<file path="src/hdl/rwls_pkg.sv">
`default_nettype none

package rwls_pkg;

   // Field widths
   localparam int LevelW  = 8;
   localparam int DrawW   = 6;
   localparam int PosW    = 5;
   localparam int PeriodW = 16;
   localparam int AmountW = 11;

   // Configuration port
   localparam int CsrIndexW = 2;
   localparam int CsrDataW  = 16;
   localparam logic [CsrIndexW-1:0] CsrPeriod = 2'd0;
   localparam logic [CsrIndexW-1:0] CsrAmount = 2'd1;
   localparam logic [CsrIndexW-1:0] CsrLocked = 2'd2;

   // Register reset values
   localparam logic [PeriodW-1:0] PeriodReset = 16'd64;
   localparam logic [AmountW-1:0] AmountReset = 11'd0;

   // Random walk step: head + draw - offset, clamped to the level range
   localparam logic [LevelW:0] DrawOffset = 9'd31;
   localparam logic [LevelW:0] LevelMax   = 9'd255;

   // Smoothing interval divisor, 2^AmountW - 1
   localparam logic [AmountW:0] AmountFull = 12'd2047;
   localparam int ProductW = AmountW + PeriodW;

   // Smoothing history
   localparam int HistLen  = 32;
   localparam int HistLog2 = 5;
   localparam int SumW     = LevelW + HistLog2;

   // Cycles the interval pipeline needs after a register write
   localparam int SettleW = 2;
   localparam logic [SettleW-1:0] CfgSettleCycles = 2'd2;

   // Per-tick control from the counters
   typedef struct packed {
      logic advance;
      logic push;
   } tick_ctl_type;

endpackage

`default_nettype wire

</file>
<file path="src/hdl/rwls_interval.sv">
`default_nettype none

// Smoothing interval = amount * period / 2047, two register stages.
module rwls_interval (
   input  wire                             clock,
   input  wire                             reset,
   input  wire  [rwls_pkg::PeriodW-1:0]    period,
   input  wire  [rwls_pkg::AmountW-1:0]    amount,
   output logic [rwls_pkg::PeriodW-1:0]    interval
);

   logic [rwls_pkg::ProductW-1:0] product_ff;
   logic [rwls_pkg::ProductW-1:0] product_in;
   logic [rwls_pkg::PeriodW-1:0]  interval_ff;
   logic [rwls_pkg::PeriodW-1:0]  interval_in;

   logic [rwls_pkg::PeriodW-1:0]  q0;
   logic [rwls_pkg::PeriodW:0]    r0;
   logic [5:0]                    q1;
   logic [rwls_pkg::AmountW:0]    r1;
   logic                          corr;

   assign product_in = rwls_pkg::ProductW'(amount) * rwls_pkg::ProductW'(period);

   // Divide by 2^11-1: fold the high part back into the remainder twice
   always_comb begin
      q0   = product_ff[rwls_pkg::ProductW-1:rwls_pkg::AmountW];
      r0   = (rwls_pkg::PeriodW+1)'(product_ff[rwls_pkg::AmountW-1:0])
             + (rwls_pkg::PeriodW+1)'(q0);
      q1   = r0[rwls_pkg::PeriodW:rwls_pkg::AmountW];
      r1   = (rwls_pkg::AmountW+1)'(r0[rwls_pkg::AmountW-1:0])
             + (rwls_pkg::AmountW+1)'(q1);
      corr = r1 >= rwls_pkg::AmountFull;
      interval_in = q0 + rwls_pkg::PeriodW'(q1) + rwls_pkg::PeriodW'(corr);
   end

   always_ff @(posedge clock) begin
      if (reset) begin
         product_ff  <= '0;
         interval_ff <= '0;
      end else begin
         product_ff  <= product_in;
         interval_ff <= interval_in;
      end
   end

   assign interval = interval_ff;

endmodule

`default_nettype wire

</file>
<file path="src/hdl/rwls_tick.sv">
`default_nettype none

// Tick counters and step position.
module rwls_tick #(
   parameter int LOOP_LENGTH = 32
) (
   input  wire                                 clock,
   input  wire                                 reset,
   input  wire                                 take,
   input  wire  [rwls_pkg::PeriodW-1:0]        period,
   input  wire  [rwls_pkg::PeriodW-1:0]        interval,
   output rwls_pkg::tick_ctl_type              ctl,
   output logic [$clog2(LOOP_LENGTH)-1:0]      step_index_in
);

   localparam int IdxW = $clog2(LOOP_LENGTH);

   logic [rwls_pkg::PeriodW-1:0] tick_count_ff;
   logic [rwls_pkg::PeriodW-1:0] smooth_count_ff;
   logic [IdxW-1:0]              step_index_ff;
   logic [rwls_pkg::PeriodW-1:0] tick_inc;
   logic [rwls_pkg::PeriodW-1:0] smooth_inc;

   // Advance when the counter reaches the period; push when it reaches the interval
   always_comb begin
      tick_inc    = tick_count_ff + 1'b1;
      smooth_inc  = smooth_count_ff + 1'b1;
      ctl.advance = tick_inc >= period;
      ctl.push    = smooth_inc >= interval;
      if (!ctl.advance) begin
         step_index_in = step_index_ff;
      end else if (step_index_ff == IdxW'(LOOP_LENGTH - 1)) begin
         step_index_in = '0;
      end else begin
         step_index_in = step_index_ff + 1'b1;
      end
   end

   always_ff @(posedge clock) begin
      if (reset) begin
         tick_count_ff   <= '0;
         smooth_count_ff <= '0;
         step_index_ff   <= '0;
      end else if (take) begin
         tick_count_ff   <= ctl.advance ? '0 : tick_inc;
         smooth_count_ff <= ctl.push ? '0 : smooth_inc;
         step_index_ff   <= step_index_in;
      end
   end

endmodule

`default_nettype wire

</file>
<file path="src/hdl/rwls_ring.sv">
`default_nettype none

// Loop ring: rotate, or shift in a new random walk head.
module rwls_ring #(
   parameter int LOOP_LENGTH = 32
) (
   input  wire                             clock,
   input  wire                             reset,
   input  wire                             take,
   input  rwls_pkg::tick_ctl_type          ctl,
   input  wire                             locked,
   input  wire  [rwls_pkg::DrawW-1:0]      draw,
   output logic [rwls_pkg::LevelW-1:0]     head_next
);

   logic [rwls_pkg::LevelW-1:0] ring_ff [LOOP_LENGTH];
   logic [rwls_pkg::LevelW-1:0] head_in;
   logic [rwls_pkg::LevelW:0]   walk_sum;
   logic [rwls_pkg::LevelW:0]   walk_val;

   // New head: previous head plus draw minus offset, clamped, or the last entry if locked
   always_comb begin
      walk_sum = (rwls_pkg::LevelW+1)'(ring_ff[0]) + (rwls_pkg::LevelW+1)'(draw);
      walk_val = walk_sum - rwls_pkg::DrawOffset;
      if (locked) begin
         head_in = ring_ff[LOOP_LENGTH-1];
      end else if (walk_sum < rwls_pkg::DrawOffset) begin
         head_in = '0;
      end else if (walk_val > rwls_pkg::LevelMax) begin
         head_in = rwls_pkg::LevelMax[rwls_pkg::LevelW-1:0];
      end else begin
         head_in = walk_val[rwls_pkg::LevelW-1:0];
      end
      head_next = ctl.advance ? head_in : ring_ff[0];
   end

   always_ff @(posedge clock) begin
      if (reset) begin
         for (int i = 0; i < LOOP_LENGTH; i++) begin
            ring_ff[i] <= '0;
         end
      end else if (take && ctl.advance) begin
         ring_ff[0] <= head_in;
         for (int i = 1; i < LOOP_LENGTH; i++) begin
            ring_ff[i] <= ring_ff[i-1];
         end
      end
   end

endmodule

`default_nettype wire

</file>
<file path="src/hdl/rwls_smooth.sv">
`default_nettype none

// Smoothing history with a running sum; mean is the sum over 32.
module rwls_smooth (
   input  wire                             clock,
   input  wire                             reset,
   input  wire                             take,
   input  rwls_pkg::tick_ctl_type          ctl,
   input  wire  [rwls_pkg::LevelW-1:0]     head_next,
   output logic [rwls_pkg::LevelW-1:0]     mean_next
);

   logic [rwls_pkg::LevelW-1:0] hist_ff [rwls_pkg::HistLen];
   logic [rwls_pkg::SumW-1:0]   sum_ff;
   logic [rwls_pkg::SumW-1:0]   sum_in;

   // Drop the oldest entry, add the new head
   always_comb begin
      if (ctl.push) begin
         sum_in = sum_ff - rwls_pkg::SumW'(hist_ff[rwls_pkg::HistLen-1])
                  + rwls_pkg::SumW'(head_next);
      end else begin
         sum_in = sum_ff;
      end
      mean_next = sum_in[rwls_pkg::SumW-1:rwls_pkg::HistLog2];
   end

   always_ff @(posedge clock) begin
      if (reset) begin
         sum_ff <= '0;
         for (int i = 0; i < rwls_pkg::HistLen; i++) begin
            hist_ff[i] <= '0;
         end
      end else if (take && ctl.push) begin
         sum_ff     <= sum_in;
         hist_ff[0] <= head_next;
         for (int i = 1; i < rwls_pkg::HistLen; i++) begin
            hist_ff[i] <= hist_ff[i-1];
         end
      end
   end

endmodule

`default_nettype wire

</file>
<file path="src/hdl/random_walk_loop_sequencer.sv">
`default_nettype none

// Random walk loop sequencer. Each req transaction is one clock tick with a
// random draw; each tick returns exactly one rsp transaction with the level,
// the step position and whether the step advanced. One transaction is taken
// per cycle while the rsp register is free or drained and no csr write is
// settling. A csr write holds req_ready low while the multiply/divide
// pipeline recomputes the smoothing interval. csr_ready is always high;
// writes are meant for idle periods only.
module random_walk_loop_sequencer #(
   parameter int LOOP_LENGTH = 32
) (
   input  wire                                clock,
   input  wire                                reset,
   // input ticks
   input  wire                                req_valid,
   output logic                               req_ready,
   input  wire  [rwls_pkg::DrawW-1:0]         req_random_draw,
   // results
   output logic                               rsp_valid,
   input  wire                                rsp_ready,
   output logic [rwls_pkg::LevelW-1:0]        rsp_level,
   output logic [rwls_pkg::PosW-1:0]          rsp_step_position,
   output logic                               rsp_step_advanced,
   // configuration
   input  wire                                csr_valid,
   output logic                               csr_ready,
   input  wire  [rwls_pkg::CsrIndexW-1:0]     csr_index,
   input  wire  [rwls_pkg::CsrDataW-1:0]      csr_wdata
);

   localparam int IdxW = $clog2(LOOP_LENGTH);

   logic [rwls_pkg::PeriodW-1:0] period_ff;
   logic [rwls_pkg::AmountW-1:0] amount_ff;
   logic                         locked_ff;
   logic [rwls_pkg::SettleW-1:0] settle_ff;

   logic                         rsp_valid_ff;
   logic [rwls_pkg::LevelW-1:0]  rsp_level_ff;
   logic [rwls_pkg::LevelW-1:0]  rsp_level_in;
   logic [rwls_pkg::PosW-1:0]    rsp_pos_ff;
   logic                         rsp_adv_ff;

   logic                         take;
   logic                         csr_take;
   logic [rwls_pkg::PeriodW-1:0] interval;
   rwls_pkg::tick_ctl_type       ctl;
   logic [IdxW-1:0]              step_index_in;
   logic [IdxW+4:0]              step_index_ext;
   logic [rwls_pkg::LevelW-1:0]  head_next;
   logic [rwls_pkg::LevelW-1:0]  mean_next;

   // Handshakes
   assign csr_ready = 1'b1;
   assign csr_take  = csr_valid && csr_ready;
   assign req_ready = (!rsp_valid_ff || rsp_ready) && (settle_ff == '0);
   assign take      = req_valid && req_ready;

   // Configuration registers; hold input while the interval settles
   always_ff @(posedge clock) begin
      if (reset) begin
         period_ff <= rwls_pkg::PeriodReset;
         amount_ff <= rwls_pkg::AmountReset;
         locked_ff <= 1'b0;
         settle_ff <= '0;
      end else begin
         if (csr_take) begin
            settle_ff <= rwls_pkg::CfgSettleCycles;
            unique case (csr_index)
               rwls_pkg::CsrPeriod: period_ff <= csr_wdata[rwls_pkg::PeriodW-1:0];
               rwls_pkg::CsrAmount: amount_ff <= csr_wdata[rwls_pkg::AmountW-1:0];
               rwls_pkg::CsrLocked: locked_ff <= csr_wdata[0];
               default: ;
            endcase
         end else if (settle_ff != '0) begin
            settle_ff <= settle_ff - 1'b1;
         end
      end
   end

   rwls_interval u_interval (
      .clock    (clock),
      .reset    (reset),
      .period   (period_ff),
      .amount   (amount_ff),
      .interval (interval)
   );

   rwls_tick #(.LOOP_LENGTH(LOOP_LENGTH)) u_tick (
      .clock         (clock),
      .reset         (reset),
      .take          (take),
      .period        (period_ff),
      .interval      (interval),
      .ctl           (ctl),
      .step_index_in (step_index_in)
   );

   rwls_ring #(.LOOP_LENGTH(LOOP_LENGTH)) u_ring (
      .clock     (clock),
      .reset     (reset),
      .take      (take),
      .ctl       (ctl),
      .locked    (locked_ff),
      .draw      (req_random_draw),
      .head_next (head_next)
   );

   rwls_smooth u_smooth (
      .clock     (clock),
      .reset     (reset),
      .take      (take),
      .ctl       (ctl),
      .head_next (head_next),
      .mean_next (mean_next)
   );

   // Select the level and report the low bits of the step index
   assign rsp_level_in   = (amount_ff == '0) ? head_next : mean_next;
   assign step_index_ext = {5'b0, step_index_in};

   // Output register
   always_ff @(posedge clock) begin
      if (reset) begin
         rsp_valid_ff <= 1'b0;
      end else if (take) begin
         rsp_valid_ff <= 1'b1;
      end else if (rsp_ready) begin
         rsp_valid_ff <= 1'b0;
      end
   end

   always_ff @(posedge clock) begin
      if (take) begin
         rsp_level_ff <= rsp_level_in;
         rsp_pos_ff   <= step_index_ext[rwls_pkg::PosW-1:0];
         rsp_adv_ff   <= ctl.advance;
      end
   end

   assign rsp_valid         = rsp_valid_ff;
   assign rsp_level         = rsp_level_ff;
   assign rsp_step_position = rsp_pos_ff;
   assign rsp_step_advanced = rsp_adv_ff;

endmodule

`default_nettype wire

</file>
<file path="config.mk">
export PLATFORM = sky130hd
export DESIGN_NAME = random_walk_loop_sequencer
export DESIGN_NICKNAME = d
export VERILOG_FILES = /design/src/hdl/rwls_pkg.sv /design/src/hdl/rwls_interval.sv /design/src/hdl/rwls_tick.sv /design/src/hdl/rwls_ring.sv /design/src/hdl/rwls_smooth.sv /design/src/hdl/random_walk_loop_sequencer.sv
export SDC_FILE = /design/constraint.sdc
export NUM_CORES = 1
export LEC_CHECK = 0
export BUFFER_PORTS_ARGS = -buffer_cell sky130_fd_sc_hd__buf_4
export CAP_MARGIN = 20
export CORE_AREA = 2 2 326 263
export DETAILED_ROUTE_END_ITERATION = 10
export DIE_AREA = 0 0 328 265
export PLACE_DENSITY_LB_ADDON = 0.12
export RECOVER_POWER = 50
export SLEW_MARGIN = 20
export SYNTH_ARGS = -nofsm -noshare
export SYNTH_HDL_FRONTEND = slang
export SYNTH_SLANG_ARGS = --single-unit
</file>
<file path="constraint.sdc">
create_clock -name clock -period 24.9 [get_ports clock]
set_input_delay 4.98 -clock clock [delete_from_list [all_inputs] [get_ports clock]]
set_output_delay 4.98 -clock clock [all_outputs]
set_load 0.01 [all_outputs]
</file>
==> metrics, run 1 <==
worst-skew pair later-pin latency around 0.6 ns; Max Root-Sink Buffers 3; die area just under 0.09 sq mm; wire per inst 16.27 microns; P_sw ~650 uW; hold path startpoint settle_ff[0]; Clock power frac 38.6%; Initial DRC Count 1310; largest net degree at the start of global routing 212; DRC 0; Root Driver clkbuf_16; GRT Total Usage 15.13%; RSZ-0062 raised after global routing no; Nets just over 3000; # setup viols final 0; family with the most delay on the worst path buffers and inverters; Critical Path RT approximately 25 ns; cts bufs inserted 70; first-pass GRT wire length 106.8 mm; Die Ht 265 microns; post-DP HPWL ~41 mm; minimum clock period 13.81 ns; CP cell instances clkbuf_1 -> a21oi_1 -> clkinvlp_2 -> buf_4; failing checks capacitance limit, slew limit; Hold-fix buffers, CTS 0; Synth Instances 2780; Hold Path Class flip-flop to flip-flop; critical path's slowest cell clkinvlp_2; Site Rows 95; I/O Pins 46; count of non-filler cells in the finished layout 3955; Initial Utilization 39.74%; Sequential Power Share 49.6%; Vias/cell 4.937; startpoint class of the critical path input pin; drt first pass iters 5; share of cells above drive strength 1 under 10%; maximum VDD drop just under 0.05 mV; Min-Delay Endpoint settle_ff[0]; post-synthesis simple-gate area fraction 18.15%; Vias 19530; Die W ~330 microns; Post-Synth Adder-Cell Area 13.78%; synthesized area 0.03321 sq mm; slowest stage delay, CP 4.07 ns; Post-CTS Setup Inserts 0; post-synthesis sequential area ratio 55.04%; worst-margin pin slew 5.104 ns; Slew Limit Fails 642; H-tree levels 3; Post-synth EDFFs 526; Switching Share 24.61%; core area between 0.08 and 0.09 sq mm; antenna-violating nets left 0; crit end category flip-flop; mux share of post-synthesis cell area less than 1%; CTS resizes 0; clock sinks 650; fmax 72.43 MHz; crit path buf inv count 3; largest family of logic cells by synthesized area simple AND/OR/NAND/NOR gates; Synth async-reset ratio 0%; CTS tree done; Reg2Reg Depth 17; syn_nets 3091; Synth warnings 0; GR Overflow Total 0; initial antenna violation count 0; complex-gate fraction of the synthesized area 5.897%; number of port buffers 44; max cap viols 7; Crit Path Class input pin to flip-flop; Fin. Hold Viols 0; P per Cell Area just over 70 mW/mm^2; worst endpoint data arrival time 14.01 ns; leakage around 0.015 uW; Antenna Cells 0; clock slew seen by the registers of the worst setup and hold paths 0.06 ns; Worst slew margin -242.1%; worst-path maximum fanout 121; Netlist cell types 86; Tcrit/Tclk final 55.45%; dominant synthesized flop cell edfxtp_1; cell depth of the worst hold path 1; drt total wl 64.37 mm; reg-to-reg slack, setup around 12 ns; dpl cells approximately 3800; mean post-synth cell area about 12 sq um; run status complete, but fails checks; gpl congestion 0.8494; Fin Setup TNS 0 ns; reg2reg start u_tick.tick_count_ff[0]; worst reg2reg endpoint u_ring.ring_ff[0][48]; Setup Skew approximately 0.017 ns; Int Pwr between 2000 and 2500 uW; combinational share of power roughly an eighth; vias in the first global route 20020; FF+latch count, synth 650; P&R area growth vs syn 10.74%; XOR/XNOR Fraction of Synth Area 2.344%
## routing by layer
| metal | vias to the layer above | track usage, % | wire length [microns] |
|---|---|---|---|
| li1 | 9403 | - | - |
| met1 | 9753 | 22.87 | 33290 |
| met2 | 279 | 22.32 | 27520 |
| met3 | 90 | 2.552 | 2170 |
| met4 | 0 | 4.166 | 1386 |
| met5 | - | 0 | 0 |
## power by group through the flow
| stage | clock network, uW | logic [uW] | registers, uW |
|---|---|---|---|
| 4_1_cts | 1060 | 319 | 1320 |
| 2_1_floorplan | 0 | 241 | 1330 |
| 3_3_place_gp | 0 | 309 | 1340 |
| 6_report | 1020 | 313 | 1320 |
| 3_5_place_dp | 0 | 317 | 1330 |
| 5_1_grt | 1100 | 355 | 1330 |
## worst reg2reg max path: cells and delay by family (launching register included)
family	cells	cell delay, ns
buffers and inverters	4	8.43
AO/OA/AOI/OAI	5	1.30
AND/OR/NAND/NOR	5	1.19
adder cells (fa/ha/maj)	2	0.55
flip-flops	1	0.42
XOR/XNOR	1	0.24
## placed cells by master (no fill, tap or decap), types with 13 or more instances in the layout
| master | count |
|---|---|
| a21o_1 | 27 |
| a21oi_1 | 87 |
| and2_0 | 71 |
| and2_1 | 269 |
| and3_1 | 23 |
| buf_4 | 35 |
| clkbuf_1 | 40 |
| clkbuf_16 | 72 |
| dfxtp_1 | 124 |
| edfxtp_1 | 526 |
| fa_1 | 138 |
| ha_1 | 144 |
| inv_1 | 208 |
| mux2i_1 | 28 |
| nand2_1 | 204 |
| nand3_1 | 35 |
| nand3b_1 | 13 |
| nor2_1 | 146 |
| nor2b_1 | 242 |
| nor3_1 | 30 |
| o21a_1 | 16 |
| o21ai_0 | 54 |
| xnor2_1 | 46 |
| xor2_1 | 41 |
## stage by stage
step                      utilization (%)  setup WS (ns)  hold WS, ns  area [sq um]  power (uW)
after detailed placement            41.42          14.46       0.4558         34610        1652
after CTS                           44.10          14.46       0.4636         36850        2694
final                               44.01          11.09       0.4560         36770        2654
after floorplan                         -          12.35       0.4202         33210        1575
after global routing                44.01          9.811       0.4786         36770        2781
after global placement              41.42          14.47       0.4339         34610        1646
## cells in the mapped netlist, types with 4 or more instances
| cell | count | area (sq um) |
|---|---|---|
| nor3b_1 | 6 | 45.04 |
| nand2_1 | 204 | 765.7 |
| clkbuf_1 | 113 | 424.2 |
| inv_1 | 207 | 777.0 |
| ha_1 | 144 | 1802 |
| a221oi_2 | 5 | 75.07 |
| and3_1 | 23 | 143.9 |
| xnor2_1 | 46 | 402.9 |
| and2_1 | 340 | 2127 |
| fa_1 | 138 | 2763 |
| o211ai_1 | 5 | 37.54 |
| nor4_1 | 6 | 37.54 |
| a211oi_1 | 10 | 75.07 |
| nand3_1 | 35 | 175.2 |
| o21ai_1 | 6 | 30.03 |
| edfxtp_1 | 526 | 15800 |
| a21o_1 | 27 | 202.7 |
| a21oi_1 | 87 | 435.4 |
| buf_2 | 7 | 35.03 |
| a211o_1 | 6 | 52.55 |
| a31oi_1 | 11 | 68.82 |
| nand4_1 | 12 | 75.07 |
| nand3b_1 | 13 | 97.59 |
| a22oi_1 | 12 | 90.09 |
| or2_2 | 8 | 50.05 |
| o21a_1 | 16 | 120.1 |
| mux2i_1 | 28 | 280.3 |
| buf_1 | 7 | 26.28 |
| o21ai_0 | 53 | 265.3 |
| nand2b_1 | 7 | 43.79 |
| or3_1 | 5 | 31.28 |
| nor3_1 | 29 | 145.1 |
| nor2b_1 | 242 | 1514 |
| xor2_1 | 41 | 359.1 |
| nor2_1 | 147 | 551.8 |
| o22ai_1 | 4 | 25.02 |
| dfxtp_1 | 124 | 2482 |
| or4_1 | 4 | 30.03 |
| a21boi_0 | 8 | 60.06 |
## how the worst max path moves through the flow
stage,from,to,cells past startpoint
final,reset,u_ring.ring_ff[0][48],4
after global routing,reset,u_ring.ring_ff[0][69],4
after CTS,rsp_ready,req_ready,4
after detailed placement,rsp_ready,req_ready,4
after global placement,rsp_ready,req_ready,4
after floorplan,rsp_ready,u_smooth.hist_ff[0][0],7
## state kept, by name (all words and copies together) (netlist names), 11 cells and up
name	cells
u_smooth.hist_ff	256
u_interval.product_ff	27
amount_ff	11
u_tick.smooth_count_ff	16
u_interval.interval	16
u_smooth.sum_ff	13
u_tick.tick_count_ff	16
period_ff	16
u_ring.ring_ff	256
## area by class of cell
type | instances | area [sq um]
fill | 7720 | 46790
tap | 1115 | 1395
timing repair buffer | 62 | 415.4
clock inverter | 34 | 320.3
inverter | 209 | 785.8
clock buffer | 93 | 1921
multi-input combinational | 1792 | 13660
sequential | 650 | 18280
## cell families after synthesis
logic type	count (synthesis)
XOR/XNOR	88
AO/OA/AOI/OAI	288
multiplexers	30
adder cells (fa/ha/maj)	283
other	1
AND/OR/NAND/NOR	1102
buffers and inverters	338
flip-flops	650
(Power assumes the default switching activity.)
==> run 2: changes to the inputs <==
==> constraint.sdc (replaced) <==
create_clock -name clock -period 11.8 [get_ports clock]
set_input_delay 2.36 -clock clock [delete_from_list [all_inputs] [get_ports clock]]
set_output_delay 2.36 -clock clock [all_outputs]
set_load 0.01 [all_outputs]
==> run 2 against run 1 <==
  * The run still ends with capacitance limit, slew limit left
  * Clock-buffer cell count increased by 1
  * Register-to-register slack got worse by 9.4 ns
  * Largest power group unchanged
  * Sequential power increased by 110%
  * Critical endpoint is now rsp_level[7]
  * Worst setup slack got worse by 8.1 ns
==> metrics, run 2 (synthesis results as in run 1) <==
critical path's slowest cell clkbuf_1; startpoint class of the critical path flip-flop; Root Driver clkbuf_16; max cap viols 9 (+2); CTS tree done; critical path launch point u_tick.tick_count_ff[0]; hold path startpoint settle_ff[0]; worst-margin pin slew 4.462 ns (-0.6419 ns); worst endpoint data arrival time 9.19 ns (-4.82 ns); crit end category flip-flop; leakage 0.01478 uW (-0.43%); Worst slew margin -197.5% (+45 points); GR Overflow Total 0 (unchanged); Fillers 7744 (+0.31%); most common cell after layout, fill and taps aside edfxtp_1; post-DP HPWL 41.32 mm (+0.24%); Max Root-Sink Buffers 3 (unchanged); core area 0.08356 sq mm (unchanged); crit path to rsp_level[7]; most used cell, CP and3_1; initial antenna violation count 2 (+2); Vias/cell 4.949 (+0.26%); run status complete, but fails checks; # setup viols final 0 (unchanged); Tcrit/Tclk final between 70% and 80%; Vias 19580 (+0.26%); Setup Skew 0.02646 ns (+0.009907 ns); RSZ-0062 raised after global routing no; Die Ht 265 microns (unchanged); H-tree levels 3 (unchanged); Crit Path Class flip-flop to flip-flop; drt total wl 64.94 mm (+0.89%); count of non-filler cells in the finished layout 3955 (unchanged); Slew Limit Fails 773 (+20%); Critical Path RT 12.15 ns (-12.95 ns); DRC 0 (unchanged); worst-path maximum fanout 28 (-77%); CTS resizes 0 (unchanged); FF+latch area 0.01828 sq mm (unchanged); Nets 3093 (-0.097%); vias in the first global route 19880 (-0.67%); die area 0.08692 sq mm (unchanged); gpl congestion 0.8198 (-3.5%); share of cells above drive strength 1 6.094% (-0.14 points); slowest stage delay, CP 1.31 ns (-2.76 ns); I/O Pins 46 (unchanged); largest net degree at the start of global routing 164 (-23%); GRT Total Usage 15.34% (+0.21 points); clock sinks 650 (unchanged); Initial Utilization 39.74% (unchanged); Site Rows 95 (unchanged); dpl cells 3825 (-0.052%); failing checks capacitance limit, slew limit; Fin Setup TNS 0 ns (unchanged); Hold-fix buffers, CTS 0 (unchanged); Post-CTS Setup Inserts 0 (unchanged); reg-to-reg slack, setup 2.97 ns (-9.36 ns); P per Cell Area 152.3 mW/mm^2 (+110%); clock slew seen by the registers of the worst setup and hold paths 0.06 ns (about the same); minimum clock period 8.833 ns; fmax 113.2 MHz; design area 0.03671 sq mm (-0.17%); Reg2Reg Depth 27 (+10); most frequent cells in the layout 526 x edfxtp_1, 242 x nor2b_1, 228 x and2_1, 207 x inv_1, 204 x nand2_1; worst-skew pair later-pin latency 0.62 ns (+0.02 ns); number of port buffers 44 (unchanged); antenna-violating nets left 0 (unchanged); cts bufs inserted 70 (unchanged); Die W 328 microns (unchanged); first-pass GRT wire length 107.8 mm (+0.87%); multi-input logic area 0.01363 sq mm (-0.19%); reg2reg start u_tick.tick_count_ff[0]; P&R area growth vs syn 10.56%; Hold Path Class flip-flop to flip-flop; Fin. Hold Viols 0 (unchanged); Initial DRC Count 1542 (+18%); wire per inst 16.42 microns (+0.89%); worst reg2reg endpoint rsp_level[7]; Largest regs u_ring.ring_ff x256, u_smooth.hist_ff x256, u_interval.product_ff x27; placed cell areas 0.03460 sq mm (about the same); maximum VDD drop 0.1083 mV (+120%); drt first pass iters 5 (unchanged)
[run 2: per-stage QoR]
step	setup slack (ns)	hold slack [ns]	utilization [%]	power, uW
after global routing	2.095	0.4742	43.93	5876
final	2.967	0.4452	43.93	5593
after CTS	4.550	0.4486	44.10	5686
after floorplan	1.870	0.4202	-	3323
after global placement	4.200	0.4311	41.40	3486
after detailed placement	4.186	0.4405	41.40	3489
[run 2: critical path: cells and delay by family (launching register included)]
kind / cells / cell delay, ns
compound gates: 8 / 1.84
xor+xnor: 3 / 0.57
fa+ha+maj: 4 / 1.42
buf+inv: 3 / 2.14
flops: 1 / 0.43
mux: 1 / 0.30
simple gates: 8 / 1.84
[run 2: worst min path at each step]
stage                              end  slack, ns  cells after the start
after floorplan           settle_ff[0]       0.42                      1
after global routing      settle_ff[0]       0.47                      1
final                     settle_ff[0]       0.45                      1
after global placement    settle_ff[0]       0.43                      1
after CTS                 settle_ff[0]       0.45                      1
after detailed placement  settle_ff[0]       0.44                      1
[run 2: area by class of cell]
| cell class | instances | area share (%) |
|---|---|---|
| timing repair buffer | 59 | 0.9884 |
| antenna | 1 | 0.006816 |
| multi-input combinational | 1792 | 37.13 |
| clock inverter | 35 | 0.8316 |
| sequential | 650 | 49.79 |
| clock buffer | 94 | 5.296 |
| inverter | 209 | 2.157 |
| tap | 1115 | 3.800 |
[run 2: power breakdown]
part	leakage [uW]	switching (uW)	internal, uW
clock network	0.00110	918	1230
registers	0.00650	84.9	2700
logic	0.00718	398	261
[run 2: layer usage]
layer	vias up	wire length [microns]	GRT usage, %
met5	-	0	0
met4	0	1667	4.860
met3	100	2277	2.440
met2	306	27350	21.86
met1	9754	33640	23.69
li1	9415	-	-
==> run 3: changes to the inputs <==
--- a/config.mk
+++ b/config.mk
@@ -5,11 +5,12 @@
 export SDC_FILE = /design/constraint.sdc
 export NUM_CORES = 1
 export LEC_CHECK = 0
+export ABC_AREA = 1
 export BUFFER_PORTS_ARGS = -buffer_cell sky130_fd_sc_hd__buf_4
 export CAP_MARGIN = 20
-export CORE_AREA = 2 2 326 263
+export CORE_AREA = 2 2 328 265
 export DETAILED_ROUTE_END_ITERATION = 10
-export DIE_AREA = 0 0 328 265
+export DIE_AREA = 0 0 330 267
 export PLACE_DENSITY_LB_ADDON = 0.12
 export RECOVER_POWER = 50
 export SLEW_MARGIN = 20
==> constraint.sdc (replaced) <==
create_clock -name clock -period 7.5 [get_ports clock]
set_input_delay 1.5 -clock clock [delete_from_list [all_inputs] [get_ports clock]]
set_output_delay 1.5 -clock clock [all_outputs]
set_load 0.01 [all_outputs]
==> run 3 against run 2 <==
  * The flow finishes with violations (DRC, capacitance limit, slew limit)
  * Largest power group unchanged
  * Synthesized cell count is 27% higher
  * First-iteration DRC count is 2.3% lower
  * Clock skew is 0.0041 ns lower
  * Global-route usage is 0.11 points higher
  * Worst hold slack better by 0.0085 ns
  * Critical path type unchanged
  * Fmax is 36% higher
  * Sequential cell count stayed put
==> metrics, run 3 <==
run status complete, but fails checks; failing checks DRC, capacitance limit, slew limit; critical path's slowest cell nand3_1; Setup Skew 0.02231 ns (-0.004150 ns); most common cell after layout, fill and taps aside inv_1; Fillers 8374 (+8.1%); Antenna Cells 0 (-1); fmax 153.4 MHz (+36%); drt first pass iters 9 (+4); Synth warnings 0 (unchanged); slowest stage delay, CP 0.69 ns (-0.62 ns); worst-path maximum fanout 19 (-32%); antenna-violating nets left 0 (unchanged); Root Driver clkbuf_16; Min-Delay Endpoint settle_ff[0]; maximum VDD drop 0.1677 mV (+55%); initial antenna violation count 2 (unchanged); reg2reg start u_tick.tick_count_ff[0]; P per Cell Area 245.7 mW/mm^2 (+61%); Initial Utilization 39.71% (about the same); Commonest cells post-synth 883 x inv_1, 578 x nor2_1, 526 x edfxtp_1; wire per inst 13.95 microns (-15%); worst endpoint data arrival time 6.88 ns (-2.31 ns); minimum clock period 6.517 ns (-2.316 ns); Crit Path Class flip-flop to flip-flop; largest net degree at the start of global routing 174 (+6.1%); crit end category flip-flop; first-pass GRT wire length 109.5 mm (+1.6%); I/O Pins 46 (unchanged); reg-to-reg slack, setup 0.98 ns (-1.98 ns); worst-margin pin slew 3.058 ns (-1.404 ns); worst reg2reg endpoint rsp_level[4]; Slew Limit Fails 427 (-45%); Worst slew margin -103.8% (+94 points); FF+latch count, synth 650 (unchanged); most used cell, CP nand2_1; Vias/cell 4.521 (-8.7%); mean post-synth cell area 9.566 sq um (-20%); Reg2Reg Depth 32 (+19%); startpoint class of the critical path flip-flop; post-DP HPWL 43.60 mm (+5.5%); number of port buffers 44 (unchanged); die area 0.08811 sq mm (+1.4%); final hold slack 0.4537 ns (+0.008511 ns); syn_nets 3841 (+24%); Fin Setup TNS 0 ns (unchanged); RSZ-0062 raised after global routing no; Hold Path Class flip-flop to flip-flop; Synth async-reset ratio 0% (unchanged); cts bufs inserted 72 (+2.9%); P&R area growth vs syn 10.75%; Site Rows 96 (+1.1%); drt total wl 65.85 mm (+1.4%); most numerous cell in the Yosys netlist inv_1; post-synth top area share 46.77% (-0.79 points); clock sinks 650 (unchanged); clock slew seen by the registers of the worst setup and hold paths 0.06 ns (about the same); cell depth of the worst hold path 1 (unchanged); # setup viols final 0 (unchanged); Vias 21340 (+9.0%); Post-CTS Setup Inserts 0 (unchanged); gpl congestion 0.8228 (+0.37%); share of cells above drive strength 1 4.983% (-1.1 points); GRT Total Usage 15.45% (+0.11 points); ranking of synthesized cells by area edfxtp_1 47%, inv_1 9.8%, fa_1 8.2%, dfxtp_1 7.4%, nor2_1 6.4%; dominant synthesized flop cell edfxtp_1; H-tree levels 3 (unchanged); CTS tree done; max cap viols 6 (-3); largest area contributor in the netlist edfxtp_1; Die Ht 267 microns (+0.75%); CTS resizes 0 (unchanged); Initial DRC Count 1507 (-2.3%); Synth Instances 3530 (+27%); hold path startpoint settle_ff[0]; Post-synth EDFFs 526 (unchanged); synthesized area 0.03377 sq mm (+1.7%); Tcrit/Tclk final 86.89% (+12 points); vias in the first global route 20890 (+5.1%); most frequent cells in the layout 884 x inv_1, 581 x nor2_1, 526 x edfxtp_1, 472 x nand2_1, 163 x a21oi_1; post-synthesis sequential area ratio 54.13% (-0.92 points); Fin. Hold Viols 0 (unchanged); Max Root-Sink Buffers 3 (unchanged); Die W 330 microns (+0.61%); post-route total power 9188 uW (+64%); Largest regs u_ring.ring_ff x256, u_smooth.hist_ff x256, u_interval.product_ff x27; worst-skew pair later-pin latency 0.62 ns (about the same); Netlist cell types 50 (-42%); GR Overflow Total 0 (unchanged); leakage 0.01690 uW (+14%); Critical Path RT 7.86 ns (-4.29 ns); Nets 3847 (+24%); core area 0.08504 sq mm (+1.8%); Hold-fix buffers, CTS 0 (unchanged); DRC 3 (+3)
run 3: how the worst max path moves through the flow:
stage | startpoint | to | slack [ns] | cells past startpoint
floorplan | rsp_ready | u_smooth.hist_ff[0][0] | 1.30 | 7
global placement | req_random_draw[0] | rsp_level[5] | 1.39 | 32
detailed placement | u_interval.product_ff[11] | u_interval.interval[14] | 1.19 | 35
CTS | u_interval.product_ff[11] | u_interval.interval[14] | 1.15 | 35
global route | u_tick.tick_count_ff[0] | rsp_level[6] | 0.26 | 29
finish | u_tick.tick_count_ff[0] | rsp_level[4] | 0.98 | 32
run 3: power breakdown:
| part | switching (uW) | internal, uW | total, uW |
|---|---|---|---|
| registers | 165 | 4290 | 4450 |
| clock network | 1450 | 2070 | 3520 |
| logic | 805 | 406 | 1210 |
| total | 2420 | 6770 | 9190 |
run 3: cell type report:
cell class / count / area [sq um] / share of cell area (%)
clock buffer: 92 / 1939 / 5.186
sequential: 650 / 18280 / 48.87
multi-input combinational: 1867 / 11670 / 31.21
inverter: 888 / 3333 / 8.913
timing repair buffer: 57 / 386.6 / 1.034
clock inverter: 38 / 380.4 / 1.017
tap: 1127 / 1410 / 3.771
run 3: logic make-up (layout without fill, tap and decap cells):
logic type / after synthesis / after routing / share of synthesized area (%)
other: 1 / 1 / 0.01110
AOI/OAI and AO/OA: 322 / 322 / 5.165
and+or+nand+nor: 1213 / 1213 / 14.58
buffers and inverters: 1013 / 1075 / 11.33
DFF: 650 / 650 / 54.13
adders and majority gates: 282 / 282 / 13.52
xor gates and xnor gates: 49 / 49 / 1.271
run 3: stage by stage:
stage,util (%),instance area [sq um],worst slack [ns],cells
after floorplan,-,33770,1.303,3530
final,43.98,37400,0.9830,4719
after detailed placement,41.38,35190,1.191,4589
after global routing,43.98,37400,0.2609,4719
after global placement,41.38,35190,1.386,4589
after CTS,44.10,37510,1.149,4719
run 3: metal layers:
layer | track usage [%] | vias to the layer above | wire, microns
met5 | 0 | - | 0
met4 | 4.170 | 0 | 1379
met3 | 2.750 | 91 | 2692
met2 | 21.59 | 295 | 26100
met1 | 24.29 | 10040 | 35670
li1 | - | 10910 | -
run 3: worst max-delay path, delay by kind of cell, from the launching register on:
family / cells / cell delay (ns)
adders and majority gates: 4 / 1.36
AOI/OAI and AO/OA: 4 / 0.72
DFF: 1 / 0.40
xor gates and xnor gates: 2 / 0.37
and+or+nand+nor: 17 / 2.43
buffers and inverters: 5 / 0.97
